--- src/hdl/rfm_pkg.sv ---
// Shared widths, codes, state types and control structs of the reciprocal frequency meter.
package rfm_pkg;

  localparam int unsigned FRAC_BITS  = 16;
  localparam int unsigned TS_W       = 32;
  localparam int unsigned SUM_W      = 32;
  localparam int unsigned CNT_W      = 16;
  localparam int unsigned CLK_W      = 27;
  localparam int unsigned FREQ_W     = 48;
  localparam int unsigned PROD_W     = CLK_W + CNT_W;
  localparam int unsigned NUM_W      = PROD_W + FRAC_BITS;
  localparam int unsigned STEP_W     = $clog2(NUM_W + 1);
  localparam int unsigned CFG_IDX_W  = 2;
  localparam int unsigned CFG_DATA_W = 32;

  localparam logic [63:0] FREQ_MAX64 = (64'd1 << FREQ_W) - 64'd1;

  localparam logic OP_CAPTURE = 1'b0;
  localparam logic OP_READ    = 1'b1;

  localparam logic [CFG_IDX_W-1:0] CFG_CLOCK_HZ    = 2'd0;
  localparam logic [CFG_IDX_W-1:0] CFG_WINDOW_LOW  = 2'd1;
  localparam logic [CFG_IDX_W-1:0] CFG_WINDOW_HIGH = 2'd2;

  localparam logic [CLK_W-1:0] CLOCK_HZ_RST    = 27'd80000000;
  localparam logic [TS_W-1:0]  WINDOW_LOW_RST  = 32'd1230769;
  localparam logic [TS_W-1:0]  WINDOW_HIGH_RST = 32'd1777777;

  typedef enum logic [1:0] {
    ST_IDLE,
    ST_SIMPLE,
    ST_FILT,
    ST_OUT
  } rfm_state_e;

  typedef enum logic [1:0] {
    DV_IDLE,
    DV_MUL,
    DV_RUN,
    DV_DONE
  } div_phase_e;

  typedef struct packed {
    logic            capture;
    logic            clear;
    logic [TS_W-1:0] ts;
  } acc_ctl_t;

  typedef struct packed {
    logic [SUM_W-1:0] period_sum;
    logic [CNT_W-1:0] period_count;
    logic [SUM_W-1:0] window_sum;
    logic [CNT_W-1:0] window_count;
  } acc_state_t;

  typedef struct packed {
    logic             start;
    logic [SUM_W-1:0] sum;
    logic [CNT_W-1:0] count;
  } div_req_t;

  typedef struct packed {
    logic              done;
    logic              busy;
    logic [FREQ_W-1:0] quot;
    logic              valid;
  } div_rsp_t;

endpackage

--- src/hdl/rfm_if.sv ---
// Handshake interfaces for the item, result and configuration channels.
interface rfm_item_if;
  logic                      valid;
  logic                      ready;
  logic                      op;
  logic [rfm_pkg::TS_W-1:0]  cap_timestamp;

  modport source (output valid, output op, output cap_timestamp, input ready);
  modport sink   (input valid, input op, input cap_timestamp, output ready);
endinterface

interface rfm_result_if;
  logic                        valid;
  logic                        ready;
  logic [rfm_pkg::FREQ_W-1:0]  simple_freq;
  logic                        simple_valid;
  logic [rfm_pkg::FREQ_W-1:0]  filtered_freq;
  logic                        filtered_valid;
  logic [rfm_pkg::CNT_W-1:0]   simple_count;
  logic [rfm_pkg::CNT_W-1:0]   filtered_count;

  modport source (output valid, output simple_freq, output simple_valid,
                  output filtered_freq, output filtered_valid,
                  output simple_count, output filtered_count, input ready);
  modport sink   (input valid, input simple_freq, input simple_valid,
                  input filtered_freq, input filtered_valid,
                  input simple_count, input filtered_count, output ready);
endinterface

interface rfm_cfg_if;
  logic                            valid;
  logic                            ready;
  logic [rfm_pkg::CFG_IDX_W-1:0]   index;
  logic [rfm_pkg::CFG_DATA_W-1:0]  data;

  modport source (output valid, output index, output data, input ready);
  modport sink   (input valid, input index, input data, output ready);
endinterface

--- src/hdl/reciprocal_frequency_meter_core.sv ---
// Top level of the reciprocal frequency meter: sequencer, configuration and result register.
//
//  Channel   Dir  Handshake     Payload
//  item_i    in   valid/ready   op, cap_timestamp
//  result_o  out  valid/ready   simple/filtered freq and valid, simple/filtered count
//  cfg_i     in   valid/ready   index (0 clock_hz, 1 window_low, 2 window_high), data
//
//  A capture item is accepted while idle and a new item may follow at once.
//  A read item holds the input through the accept cycle, two passes of the shared
//  divider, each a multiply step, NUM_W shift-subtract steps and a done step, then the
//  output state. A pass over an empty accumulator is only its done step.
//  Items are refused while a read is in progress and while its result waits for
//  the result register to empty. Captures are taken while a result waits.
//  Reset clears the accumulators and loads the register defaults; cfg_i is always ready.
module reciprocal_frequency_meter_core (
  input  logic          clk_i,
  input  logic          rst_ni,
  rfm_item_if.sink      item_i,
  rfm_result_if.source  result_o,
  rfm_cfg_if.sink       cfg_i
);

  rfm_pkg::rfm_state_e state_q, state_d;

  logic [rfm_pkg::CLK_W-1:0] clock_hz_q;
  logic [rfm_pkg::TS_W-1:0]  window_low_q;
  logic [rfm_pkg::TS_W-1:0]  window_high_q;

  rfm_pkg::acc_ctl_t   acc_ctl;
  rfm_pkg::acc_state_t acc;
  rfm_pkg::div_req_t   div_req;
  rfm_pkg::div_rsp_t   div_rsp;

  logic                       item_fire;
  logic                       out_load;
  logic                       res_valid_q;
  logic [rfm_pkg::FREQ_W-1:0] sfreq_q;
  logic                       svalid_q;
  logic [rfm_pkg::FREQ_W-1:0] ffreq_q;
  logic                       fvalid_q;
  logic [rfm_pkg::FREQ_W-1:0] res_sfreq_q;
  logic                       res_svalid_q;
  logic [rfm_pkg::FREQ_W-1:0] res_ffreq_q;
  logic                       res_fvalid_q;
  logic [rfm_pkg::CNT_W-1:0]  res_scount_q;
  logic [rfm_pkg::CNT_W-1:0]  res_fcount_q;

  assign item_fire = item_i.valid && item_i.ready;

  // configuration registers
  assign cfg_i.ready = 1'b1;

  always_ff @(posedge clk_i or negedge rst_ni) begin
    if (!rst_ni) begin
      clock_hz_q    <= rfm_pkg::CLOCK_HZ_RST;
      window_low_q  <= rfm_pkg::WINDOW_LOW_RST;
      window_high_q <= rfm_pkg::WINDOW_HIGH_RST;
    end else if (cfg_i.valid) begin
      case (cfg_i.index)
        rfm_pkg::CFG_CLOCK_HZ:    clock_hz_q    <= cfg_i.data[rfm_pkg::CLK_W-1:0];
        rfm_pkg::CFG_WINDOW_LOW:  window_low_q  <= cfg_i.data;
        rfm_pkg::CFG_WINDOW_HIGH: window_high_q <= cfg_i.data;
        default: ;
      endcase
    end
  end

  // sequencer: next state
  always_comb begin
    state_d = state_q;
    case (state_q)
      rfm_pkg::ST_IDLE: begin
        if (item_fire && (item_i.op == rfm_pkg::OP_READ)) begin
          state_d = rfm_pkg::ST_SIMPLE;
        end
      end
      rfm_pkg::ST_SIMPLE: begin
        if (div_rsp.done) begin
          state_d = rfm_pkg::ST_FILT;
        end
      end
      rfm_pkg::ST_FILT: begin
        if (div_rsp.done) begin
          state_d = rfm_pkg::ST_OUT;
        end
      end
      rfm_pkg::ST_OUT: begin
        if (!res_valid_q || result_o.ready) begin
          state_d = rfm_pkg::ST_IDLE;
        end
      end
      default: state_d = rfm_pkg::ST_IDLE;
    endcase
  end

  // sequencer: outputs
  always_comb begin
    item_i.ready   = 1'b0;
    acc_ctl.capture = 1'b0;
    acc_ctl.clear   = 1'b0;
    acc_ctl.ts      = item_i.cap_timestamp;
    div_req.start   = 1'b0;
    div_req.sum     = acc.period_sum;
    div_req.count   = acc.period_count;
    out_load        = 1'b0;
    case (state_q)
      rfm_pkg::ST_IDLE: begin
        // ready is high throughout idle, so valid alone marks a transaction
        item_i.ready    = 1'b1;
        acc_ctl.capture = item_i.valid && (item_i.op == rfm_pkg::OP_CAPTURE);
        div_req.start   = item_i.valid && (item_i.op == rfm_pkg::OP_READ);
      end
      rfm_pkg::ST_SIMPLE: begin
        // chain the filtered pass straight after the plain one
        div_req.start = div_rsp.done;
        div_req.sum   = acc.window_sum;
        div_req.count = acc.window_count;
      end
      rfm_pkg::ST_FILT: ;
      rfm_pkg::ST_OUT: begin
        out_load      = !res_valid_q || result_o.ready;
        acc_ctl.clear = out_load;
      end
      default: ;
    endcase
  end

  always_ff @(posedge clk_i or negedge rst_ni) begin
    if (!rst_ni) begin
      state_q     <= rfm_pkg::ST_IDLE;
      res_valid_q <= 1'b0;
    end else begin
      state_q <= state_d;
      if (out_load) begin
        res_valid_q <= 1'b1;
      end else if (result_o.ready) begin
        res_valid_q <= 1'b0;
      end
    end
  end

  always_ff @(posedge clk_i) begin
    if (div_rsp.done && (state_q == rfm_pkg::ST_SIMPLE)) begin
      sfreq_q  <= div_rsp.quot;
      svalid_q <= div_rsp.valid;
    end
    if (div_rsp.done && (state_q == rfm_pkg::ST_FILT)) begin
      ffreq_q  <= div_rsp.quot;
      fvalid_q <= div_rsp.valid;
    end
    if (out_load) begin
      res_sfreq_q  <= sfreq_q;
      res_svalid_q <= svalid_q;
      res_ffreq_q  <= ffreq_q;
      res_fvalid_q <= fvalid_q;
      res_scount_q <= acc.period_count;
      res_fcount_q <= acc.window_count;
    end
  end

  assign result_o.valid          = res_valid_q;
  assign result_o.simple_freq    = res_sfreq_q;
  assign result_o.simple_valid   = res_svalid_q;
  assign result_o.filtered_freq  = res_ffreq_q;
  assign result_o.filtered_valid = res_fvalid_q;
  assign result_o.simple_count   = res_scount_q;
  assign result_o.filtered_count = res_fcount_q;

  rfm_acc u_acc (
    .clk_i         (clk_i),
    .rst_ni        (rst_ni),
    .ctl_i         (acc_ctl),
    .window_low_i  (window_low_q),
    .window_high_i (window_high_q),
    .acc_o         (acc)
  );

  rfm_div u_div (
    .clk_i      (clk_i),
    .rst_ni     (rst_ni),
    .clock_hz_i (clock_hz_q),
    .req_i      (div_req),
    .rsp_o      (div_rsp)
  );

  a_res_from_out: assert property (@(posedge clk_i) disable iff (!rst_ni)
    $rose(res_valid_q) |-> $past(state_q == rfm_pkg::ST_OUT))
    else $error("result raised outside the output state");

  a_clear_on_load: assert property (@(posedge clk_i) disable iff (!rst_ni)
    out_load |=> (acc.period_count == '0) && (acc.window_count == '0)
                 && (acc.period_sum == '0) && (acc.window_sum == '0))
    else $error("accumulators not cleared after a read");

  a_empty_is_zero: assert property (@(posedge clk_i) disable iff (!rst_ni)
    (res_valid_q && !res_svalid_q) |-> (res_sfreq_q == '0))
    else $error("empty plain accumulator gave a nonzero frequency");

  a_capture_counts: assert property (@(posedge clk_i) disable iff (!rst_ni)
    acc_ctl.capture |=> acc.period_count == $past(acc.period_count) + rfm_pkg::CNT_W'(1))
    else $error("capture did not advance the period count");

endmodule

--- src/hdl/rfm_acc.sv ---
// Period extraction, window filter and the four wrapping accumulators.
module rfm_acc (
  input  logic                       clk_i,
  input  logic                       rst_ni,
  input  rfm_pkg::acc_ctl_t          ctl_i,
  input  logic [rfm_pkg::TS_W-1:0]   window_low_i,
  input  logic [rfm_pkg::TS_W-1:0]   window_high_i,
  output rfm_pkg::acc_state_t        acc_o
);

  logic [rfm_pkg::TS_W-1:0] last_ts_q, last_ts_d;
  rfm_pkg::acc_state_t      acc_q, acc_d;
  logic [rfm_pkg::TS_W-1:0] period;
  logic                     in_window;

  assign period    = ctl_i.ts - last_ts_q;
  assign in_window = (period > window_low_i) && (period < window_high_i);

  always_comb begin
    last_ts_d = last_ts_q;
    acc_d     = acc_q;
    if (ctl_i.clear) begin
      acc_d = '0;
    end else if (ctl_i.capture) begin
      last_ts_d          = ctl_i.ts;
      acc_d.period_sum   = acc_q.period_sum + period;
      acc_d.period_count = acc_q.period_count + rfm_pkg::CNT_W'(1);
      if (in_window) begin
        acc_d.window_sum   = acc_q.window_sum + period;
        acc_d.window_count = acc_q.window_count + rfm_pkg::CNT_W'(1);
      end
    end
  end

  always_ff @(posedge clk_i or negedge rst_ni) begin
    if (!rst_ni) begin
      last_ts_q <= '0;
      acc_q     <= '0;
    end else begin
      last_ts_q <= last_ts_d;
      acc_q     <= acc_d;
    end
  end

  assign acc_o = acc_q;

endmodule

--- src/hdl/rfm_div.sv ---
// Shared multiply then restoring shift-subtract divider: clock_hz*count*2^FRAC / sum.
module rfm_div (
  input  logic                        clk_i,
  input  logic                        rst_ni,
  input  logic [rfm_pkg::CLK_W-1:0]   clock_hz_i,
  input  rfm_pkg::div_req_t           req_i,
  output rfm_pkg::div_rsp_t           rsp_o
);

  rfm_pkg::div_phase_e phase_q, phase_d;

  logic [rfm_pkg::SUM_W-1:0]  div_q;
  logic [rfm_pkg::CNT_W-1:0]  cnt_q;
  logic [rfm_pkg::CLK_W-1:0]  clk_q;
  logic                       valid_q;
  logic [rfm_pkg::NUM_W-1:0]  num_q;
  logic [rfm_pkg::SUM_W-1:0]  rem_q;
  logic [rfm_pkg::STEP_W-1:0] step_q;

  logic                        take;
  logic                        empty;
  logic [rfm_pkg::PROD_W-1:0]  prod;
  logic [rfm_pkg::SUM_W:0]     rem_s;
  logic [rfm_pkg::SUM_W:0]     rem_diff;
  logic                        qbit;
  logic [rfm_pkg::SUM_W-1:0]   rem_n;
  logic [63:0]                 quot_x;
  logic                        sat;

  assign empty = (req_i.count == '0) || (req_i.sum == '0);
  assign take  = req_i.start && ((phase_q == rfm_pkg::DV_IDLE) || (phase_q == rfm_pkg::DV_DONE));

  assign prod     = rfm_pkg::PROD_W'(clk_q) * rfm_pkg::PROD_W'(cnt_q);
  assign rem_s    = {rem_q, num_q[rfm_pkg::NUM_W-1]};
  assign rem_diff = rem_s - {1'b0, div_q};
  assign qbit     = (rem_s >= {1'b0, div_q});
  assign rem_n    = qbit ? rem_diff[rfm_pkg::SUM_W-1:0] : rem_s[rfm_pkg::SUM_W-1:0];

  always_comb begin
    phase_d = phase_q;
    case (phase_q)
      rfm_pkg::DV_IDLE, rfm_pkg::DV_DONE: begin
        if (take) begin
          phase_d = empty ? rfm_pkg::DV_DONE : rfm_pkg::DV_MUL;
        end else begin
          phase_d = rfm_pkg::DV_IDLE;
        end
      end
      rfm_pkg::DV_MUL: phase_d = rfm_pkg::DV_RUN;
      rfm_pkg::DV_RUN: begin
        if (step_q == rfm_pkg::STEP_W'(1)) begin
          phase_d = rfm_pkg::DV_DONE;
        end
      end
      default: phase_d = rfm_pkg::DV_IDLE;
    endcase
  end

  always_ff @(posedge clk_i or negedge rst_ni) begin
    if (!rst_ni) begin
      phase_q <= rfm_pkg::DV_IDLE;
    end else begin
      phase_q <= phase_d;
    end
  end

  always_ff @(posedge clk_i) begin
    if (take) begin
      div_q   <= req_i.sum;
      cnt_q   <= req_i.count;
      clk_q   <= clock_hz_i;
      valid_q <= !empty;
      num_q   <= '0;
    end else if (phase_q == rfm_pkg::DV_MUL) begin
      num_q  <= rfm_pkg::NUM_W'(prod) << rfm_pkg::FRAC_BITS;
      rem_q  <= '0;
      step_q <= rfm_pkg::STEP_W'(rfm_pkg::NUM_W);
    end else if (phase_q == rfm_pkg::DV_RUN) begin
      // shift the next numerator bit in, quotient bits fill from the bottom
      rem_q  <= rem_n;
      num_q  <= {num_q[rfm_pkg::NUM_W-2:0], qbit};
      step_q <= step_q - rfm_pkg::STEP_W'(1);
    end
  end

  // clamp to the result width
  assign quot_x = 64'(num_q);
  assign sat    = quot_x > rfm_pkg::FREQ_MAX64;

  always_comb begin
    rsp_o.done  = (phase_q == rfm_pkg::DV_DONE);
    rsp_o.busy  = (phase_q == rfm_pkg::DV_MUL) || (phase_q == rfm_pkg::DV_RUN);
    rsp_o.valid = valid_q;
    rsp_o.quot  = sat ? rfm_pkg::FREQ_MAX64[rfm_pkg::FREQ_W-1:0]
                      : quot_x[rfm_pkg::FREQ_W-1:0];
  end

endmodule

--- src/flat_wrapper.sv ---
// flat-port wrapper written by rule: the top's interface ports become plain ports
module reciprocal_frequency_meter_core_flat 
  (clk_i, rst_ni, item_i_valid, item_i_op, item_i_cap_timestamp, item_i_ready, result_o_valid, result_o_simple_freq, result_o_simple_valid, result_o_filtered_freq, result_o_filtered_valid, result_o_simple_count, result_o_filtered_count, result_o_ready, cfg_i_valid, cfg_i_index, cfg_i_data, cfg_i_ready);
  rfm_item_if item_i_i ();
  rfm_result_if result_o_i ();
  rfm_cfg_if cfg_i_i ();
  input  logic clk_i;
  input  logic rst_ni;
  input wire logic [$bits(item_i_i.valid)-1:0] item_i_valid;
  input wire logic [$bits(item_i_i.op)-1:0] item_i_op;
  input wire logic [$bits(item_i_i.cap_timestamp)-1:0] item_i_cap_timestamp;
  output wire logic [$bits(item_i_i.ready)-1:0] item_i_ready;
  output wire logic [$bits(result_o_i.valid)-1:0] result_o_valid;
  output wire logic [$bits(result_o_i.simple_freq)-1:0] result_o_simple_freq;
  output wire logic [$bits(result_o_i.simple_valid)-1:0] result_o_simple_valid;
  output wire logic [$bits(result_o_i.filtered_freq)-1:0] result_o_filtered_freq;
  output wire logic [$bits(result_o_i.filtered_valid)-1:0] result_o_filtered_valid;
  output wire logic [$bits(result_o_i.simple_count)-1:0] result_o_simple_count;
  output wire logic [$bits(result_o_i.filtered_count)-1:0] result_o_filtered_count;
  input wire logic [$bits(result_o_i.ready)-1:0] result_o_ready;
  input wire logic [$bits(cfg_i_i.valid)-1:0] cfg_i_valid;
  input wire logic [$bits(cfg_i_i.index)-1:0] cfg_i_index;
  input wire logic [$bits(cfg_i_i.data)-1:0] cfg_i_data;
  output wire logic [$bits(cfg_i_i.ready)-1:0] cfg_i_ready;
  assign item_i_i.valid = item_i_valid;
  assign item_i_i.op = item_i_op;
  assign item_i_i.cap_timestamp = item_i_cap_timestamp;
  assign item_i_ready = item_i_i.ready;
  assign result_o_valid = result_o_i.valid;
  assign result_o_simple_freq = result_o_i.simple_freq;
  assign result_o_simple_valid = result_o_i.simple_valid;
  assign result_o_filtered_freq = result_o_i.filtered_freq;
  assign result_o_filtered_valid = result_o_i.filtered_valid;
  assign result_o_simple_count = result_o_i.simple_count;
  assign result_o_filtered_count = result_o_i.filtered_count;
  assign result_o_i.ready = result_o_ready;
  assign cfg_i_i.valid = cfg_i_valid;
  assign cfg_i_i.index = cfg_i_index;
  assign cfg_i_i.data = cfg_i_data;
  assign cfg_i_ready = cfg_i_i.ready;
  reciprocal_frequency_meter_core u_core (.clk_i(clk_i), .rst_ni(rst_ni), .item_i(item_i_i), .result_o(result_o_i), .cfg_i(cfg_i_i));
endmodule
--- config.mk ---
export PLATFORM = sky130hd
export DESIGN_NAME = reciprocal_frequency_meter_core_flat
export DESIGN_NICKNAME = d
export VERILOG_FILES = /design/src/hdl/rfm_pkg.sv /design/src/hdl/rfm_if.sv /design/src/hdl/reciprocal_frequency_meter_core.sv /design/src/hdl/rfm_acc.sv /design/src/hdl/rfm_div.sv /design/src/flat_wrapper.sv
export SDC_FILE = /design/constraint.sdc
export NUM_CORES = 2
export LEC_CHECK = 0
export BUFFER_PORTS_ARGS = -buffer_cell sky130_fd_sc_hd__buf_2
export CAP_MARGIN = 25
export CELL_PAD_IN_SITES_DETAIL_PLACEMENT = 1
export CELL_PAD_IN_SITES_GLOBAL_PLACEMENT = 1
export CORE_MARGIN = 5
export CORE_UTILIZATION = 54
export DETAILED_ROUTE_END_ITERATION = 16
export MAX_ROUTING_LAYER = met4
export PLACE_DENSITY = 0.95
export REMOVE_ABC_BUFFERS = 1
export SETUP_SLACK_MARGIN = 0.1
export SYNTH_ARGS = -nofsm -noshare
export SYNTH_HDL_FRONTEND = slang
export SYNTH_HIERARCHICAL = 1
export SYNTH_SLANG_ARGS = --single-unit
--- constraint.sdc ---
create_clock -name clk_i -period 17.15 [get_ports clk_i]
set_clock_uncertainty 0.05 [all_clocks]
set_input_delay 1.715 -clock clk_i [delete_from_list [all_inputs] [get_ports clk_i]]
set_output_delay 1.715 -clock clk_i [all_outputs]
set_load 0.05 [all_outputs]
==> impl_metrics.py <==
metrics = {
    "sta": {
        "timing_worst_slew_pin_value_ns": 1.11,
        "final.setup.worst_slack_ns": 9.15,
        "drv_slew": 0,
        "hold_viol": 0,
        "final_critical_path_share_of_the_clock_period_pct": 46.7,
        "headroom_to_the_max_slew_limit_pct": 25.7,
        "max_clk_rate_mhz": 125,
        "unrepaired_setup_endpoints_after_global_routing": "false",
        "setup_viol": 0,
        "final.min_clock_period_ns": 8.00,
        "totalNegativeSetupSlack_ns": 0,
    },
    "route": {
        "drt_pass1_iterations": 8,
        "routedWlPerCell_um": 30.8,
        "vias_per_cell": 6.74,
        "drc_errors": 0,
        "route.antenna.remaining_nets": 0,
        "via_count": 38053,
        "finalWirelength_mm": 174,
        "drt_iter0_drc": 4196,
    },
    "clock_network": {
        "tritoncts": "yes",
        "insertion_delay_ns": 0.69,
        "worst_setup_hold_path_clk_slew_ns": 0.09,
        "htree_num_levels": 3,
        "clock_sinks": 625,
        "post_cts_hold_buffer_count": 0,
        "post-cts-setup-buffers": 0,
        "numCtsBuffers": 71,
        "cts_root_buffer": "sky130_fd_sc_hd__clkbuf_16",
        "clock_tree.buffer_depth": 3,
        "cts_resized": 0,
    },
    "die": {
        "design.portCount": 205,
        "core.rowCount": 106,
        "placeableCoreArea_um2": 83400,
        "die_height_um": 299,
        "die_area_um2": 89700,
        "initial_utilization_pct": 54.2,
        "die_width_um": 299,
    },
    "worst_setup_path": {
        "critical_path_arrival_ns": 8.47,
        "rr_startpoint": "u_core/u_div/clk_q[15]$_DFFE_PP_",
        "rr_endpoint": "u_core/u_div/num_q[55]$_SDFFE_PP0N_",
        "end_kind": "flop",
        "critPathLaunchType": "flop",
        "startpoint_to_endpoint_class_of_the_critical_path": "flop to flop",
        "reg2reg_slack_ns": 9.15,
        "timing.critical_path.required_ns": 17.62,
        "crit_path_max_fanout": 16,
        "reg2reg_depth": 18,
    },
    "synth": {
        "synth-seq-cells": 625,
        "synthDistinctLibCells": 100,
        "synthesis.yosys.warnings": 6,
        "synth_async_sr_flop_share_pct": 35.8,
        "netlist.top_cell.by_area": "sky130_fd_sc_hd__edfxtp_1",
        "synth_sequential_area_ratio_pct": 37.8,
        "synth_edf_count": 342,
        "synthTopCellsByArea": "sky130_fd_sc_hd__edfxtp_1 23%, sky130_fd_sc_hd__fa_1 16%, sky130_fd_sc_hd__dfrtp_1 11%",
        "syn_area_um2": 45200,
        "post_synth_inst_count": 4364,
        "synth_area_per_cell_um2": 10.4,
        "synth_top_flop_cell": "sky130_fd_sc_hd__edfxtp_1",
        "synth_largest_type_area_fraction_pct": 22.7,
    },
    "cells_and_area": {
        "syn_to_final_growth_pct": 10.2,
        "final_cells": 5647,
        "register_area_um2": 17100,
        "fillerInstances": 8770,
        "multi_input_area_um2": 25200,
        "final_util_pct": 59.8,
        "ratio_of_cells_with_drive_above_1_in_the_final_layout_pct": 13.5,
        "nNetsFinal": 5234,
    },
    "grt": {
        "antenna_found_initial": 10,
        "grt_start_max_net_pins": 118,
        "global_route.usage.total_pct": 37.1,
        "aggregate_global_routing_overflow": 0,
        "grt_pass1_vias": 41154,
        "grt_pass1_wl_mm": 249,
    },
    "place": {
        "dp.final_hpwl_mm": 108,
        "port_buffers": 203,
        "globalplace.congestion": 0.912,
        "dp.cells": 5494,
        "dpl_worst_slack_ns": 9.38,
    },
    "power": {
        "power-per-cell-area_nw_per_um2": 71.4,
        "leakage_uw": 0.0235,
        "ir_drop_mv": 0.0707,
    },
    "flow_run": {
        "max_cap_viol_count": 0,
    },
    "hold_path": {
        "holdPathEnd": "u_core/result_o.simple_freq[2]$_DFFE_PP_",
        "min_from": "u_core/sfreq_q[2]$_DFFE_PP_",
        "hold_class": "flop to flop",
        "hold-path-cell-count": 0,
    },
    "status": {
        "result_of_the_run": "finished clean",
    },
}
final cells by class:
class	instances	share of cell area (%)
Clock inverter	33	1.03
Clock buffer	98	3.93
Timing Repair Buffer	242	3.02
Tap cell	1080	2.71
Inverter	580	4.37
Multi-Input combinational cell	2976	50.6
Antenna cell	13	0.0652
Sequential cell	625	34.3
metal layers:
| layer | track usage [%] | up-vias | routed length [um] |
|---|---|---|---|
| met3 | 8.16 | 1352 | 16400 |
| met2 | 61.6 | 2957 | 82100 |
| met1 | 38.6 | 18813 | 56300 |
| met4 | 28.3 | 0 | 19400 |
| li1 | - | 14931 | - |
| met5 | - | - | 0 |
sequential cells by signal, indices dropped and copies added, names as in the netlist, 48 cells and up:
name / count
u_core/u_acc/acc_o: 96
u_core/u_div/num_q: 59
u_core/ffreq_q: 48
u_core/result_o.filtered_freq: 48
u_core/result_o.simple_freq: 48
u_core/sfreq_q: 48
how the worst max path moves through the flow:
stage | startpoint | to | slack [ns]
global route | u_core/u_div/clk_q[15]$_DFFE_PP_ | u_core/u_div/num_q[55]$_SDFFE_PP0N_ | 9.09
floorplan | result_o_ready | u_core/u_acc/last_ts_q[0]$_DFFE_PN0P_ | 6.55
global placement | item_i_cap_timestamp[0] | u_core/u_acc/acc_o[47]$_DFFE_PN0P_ | 9.71
detailed placement | item_i_cap_timestamp[0] | u_core/u_acc/acc_o[47]$_DFFE_PN0P_ | 9.38
finish | u_core/u_div/clk_q[15]$_DFFE_PP_ | u_core/u_div/num_q[55]$_SDFFE_PP0N_ | 9.15
CTS | u_core/u_div/cnt_q[11]$_DFFE_PP_ | u_core/u_div/num_q[55]$_SDFFE_PP0N_ | 9.55
synth_stat cells, types with 19 or more instances:
| library cell | n |
|---|---|
| sky130_fd_sc_hd__inv_1 | 579 |
| sky130_fd_sc_hd__nand2_1 | 461 |
| sky130_fd_sc_hd__fa_1 | 352 |
| sky130_fd_sc_hd__edfxtp_1 | 342 |
| sky130_fd_sc_hd__ha_1 | 314 |
| sky130_fd_sc_hd__a21oi_1 | 221 |
| sky130_fd_sc_hd__nor2_1 | 221 |
| sky130_fd_sc_hd__dfrtp_1 | 196 |
| sky130_fd_sc_hd__and2_1 | 188 |
| sky130_fd_sc_hd__clkbuf_1 | 145 |
| sky130_fd_sc_hd__mux2_2 | 144 |
| sky130_fd_sc_hd__o21ai_0 | 135 |
| sky130_fd_sc_hd__xnor2_1 | 110 |
| sky130_fd_sc_hd__a21o_1 | 101 |
| sky130_fd_sc_hd__dfxtp_1 | 59 |
| sky130_fd_sc_hd__or2_2 | 52 |
| sky130_fd_sc_hd__mux2i_1 | 51 |
| sky130_fd_sc_hd__xor2_1 | 50 |
| sky130_fd_sc_hd__nand3_1 | 46 |
| sky130_fd_sc_hd__nand4_1 | 45 |
| sky130_fd_sc_hd__and3_1 | 36 |
| sky130_fd_sc_hd__nor3_1 | 35 |
| sky130_fd_sc_hd__a211oi_1 | 29 |
| sky130_fd_sc_hd__nor2b_1 | 29 |
| sky130_fd_sc_hd__a31oi_1 | 28 |
| sky130_fd_sc_hd__dfstp_2 | 28 |
| sky130_fd_sc_hd__o21ai_1 | 28 |
| sky130_fd_sc_hd__nand2b_1 | 25 |
| sky130_fd_sc_hd__o21a_1 | 24 |
| sky130_fd_sc_hd__nor4_1 | 22 |
| sky130_fd_sc_hd__o21bai_1 | 21 |
| sky130_fd_sc_hd__a22oi_1 | 19 |
per-stage QoR:
stage	power [uW]	hold slack [ns]	area (um2)
2_1_floorplan	1810	0.350	44500
3_3_place_gp	1880	0.351	47100
3_5_place_dp	1900	0.356	47100
4_1_cts	3540	0.370	49600
5_1_grt	3670	0.371	49900
6_report	3560	0.367	49900
layout by cell type (no fill, tap or decap), types with 29 or more instances in the layout:
master,count
sky130_fd_sc_hd__dfrtp_1,196
sky130_fd_sc_hd__edfxtp_1,342
sky130_fd_sc_hd__or2_2,52
sky130_fd_sc_hd__a21o_1,101
sky130_fd_sc_hd__xor2_1,50
sky130_fd_sc_hd__a211oi_1,29
sky130_fd_sc_hd__dfxtp_1,59
sky130_fd_sc_hd__nor2_1,217
sky130_fd_sc_hd__mux2i_1,51
sky130_fd_sc_hd__and2_1,185
sky130_fd_sc_hd__nor2b_1,29
sky130_fd_sc_hd__nand2_1,461
sky130_fd_sc_hd__xnor2_1,110
sky130_fd_sc_hd__o21ai_0,135
sky130_fd_sc_hd__inv_1,579
sky130_fd_sc_hd__fa_1,352
sky130_fd_sc_hd__and3_1,36
sky130_fd_sc_hd__buf_2,202
sky130_fd_sc_hd__mux2_2,144
sky130_fd_sc_hd__buf_4,29
sky130_fd_sc_hd__a21oi_1,221
sky130_fd_sc_hd__clkbuf_16,71
sky130_fd_sc_hd__nand4_1,45
sky130_fd_sc_hd__ha_1,312
sky130_fd_sc_hd__nand3_1,46
sky130_fd_sc_hd__nor3_1,34
power by group:
group | internal [uW] | switching [uW]
clock | 939 | 727
combinational | 97.2 | 139
sequential | 1620 | 34.5
logic make-up (layout without fill, tap and decap cells):
logic type	after synthesis	count (layout)	share of synthesized area (%)
XOR/XNOR	160	160	3.10
flip-flops	625	625	37.8
AO/OA/AOI/OAI	742	742	10.7
AND/OR/NAND/NOR	1209	1209	12.9
buffers and inverters	763	953	6.56
adder cells (fa/ha/maj)	666	666	24.3
multiplexers	198	198	4.79
other	1	14	0.00829
critical path, cell delays in order (launching register included):
cell	delay (ns)
sky130_fd_sc_hd__edfxtp_1	0.95
sky130_fd_sc_hd__nand2_1	0.23
sky130_fd_sc_hd__fa_1	0.57
sky130_fd_sc_hd__inv_1	0.17
sky130_fd_sc_hd__fa_1	0.50
sky130_fd_sc_hd__fa_1	0.85
sky130_fd_sc_hd__fa_1	0.66
sky130_fd_sc_hd__fa_1	0.71
sky130_fd_sc_hd__inv_1	0.12
sky130_fd_sc_hd__fa_1	0.55
sky130_fd_sc_hd__inv_1	0.06
sky130_fd_sc_hd__ha_1	0.39
sky130_fd_sc_hd__a21o_1	0.22
sky130_fd_sc_hd__a211o_1	0.32
sky130_fd_sc_hd__o41ai_2	0.61
sky130_fd_sc_hd__a211oi_1	0.23
sky130_fd_sc_hd__o31a_1	0.35
sky130_fd_sc_hd__mux2i_1	0.17
sky130_fd_sc_hd__o21ai_1	0.09
No activity file was read; power rests on OpenSTA's default activity.
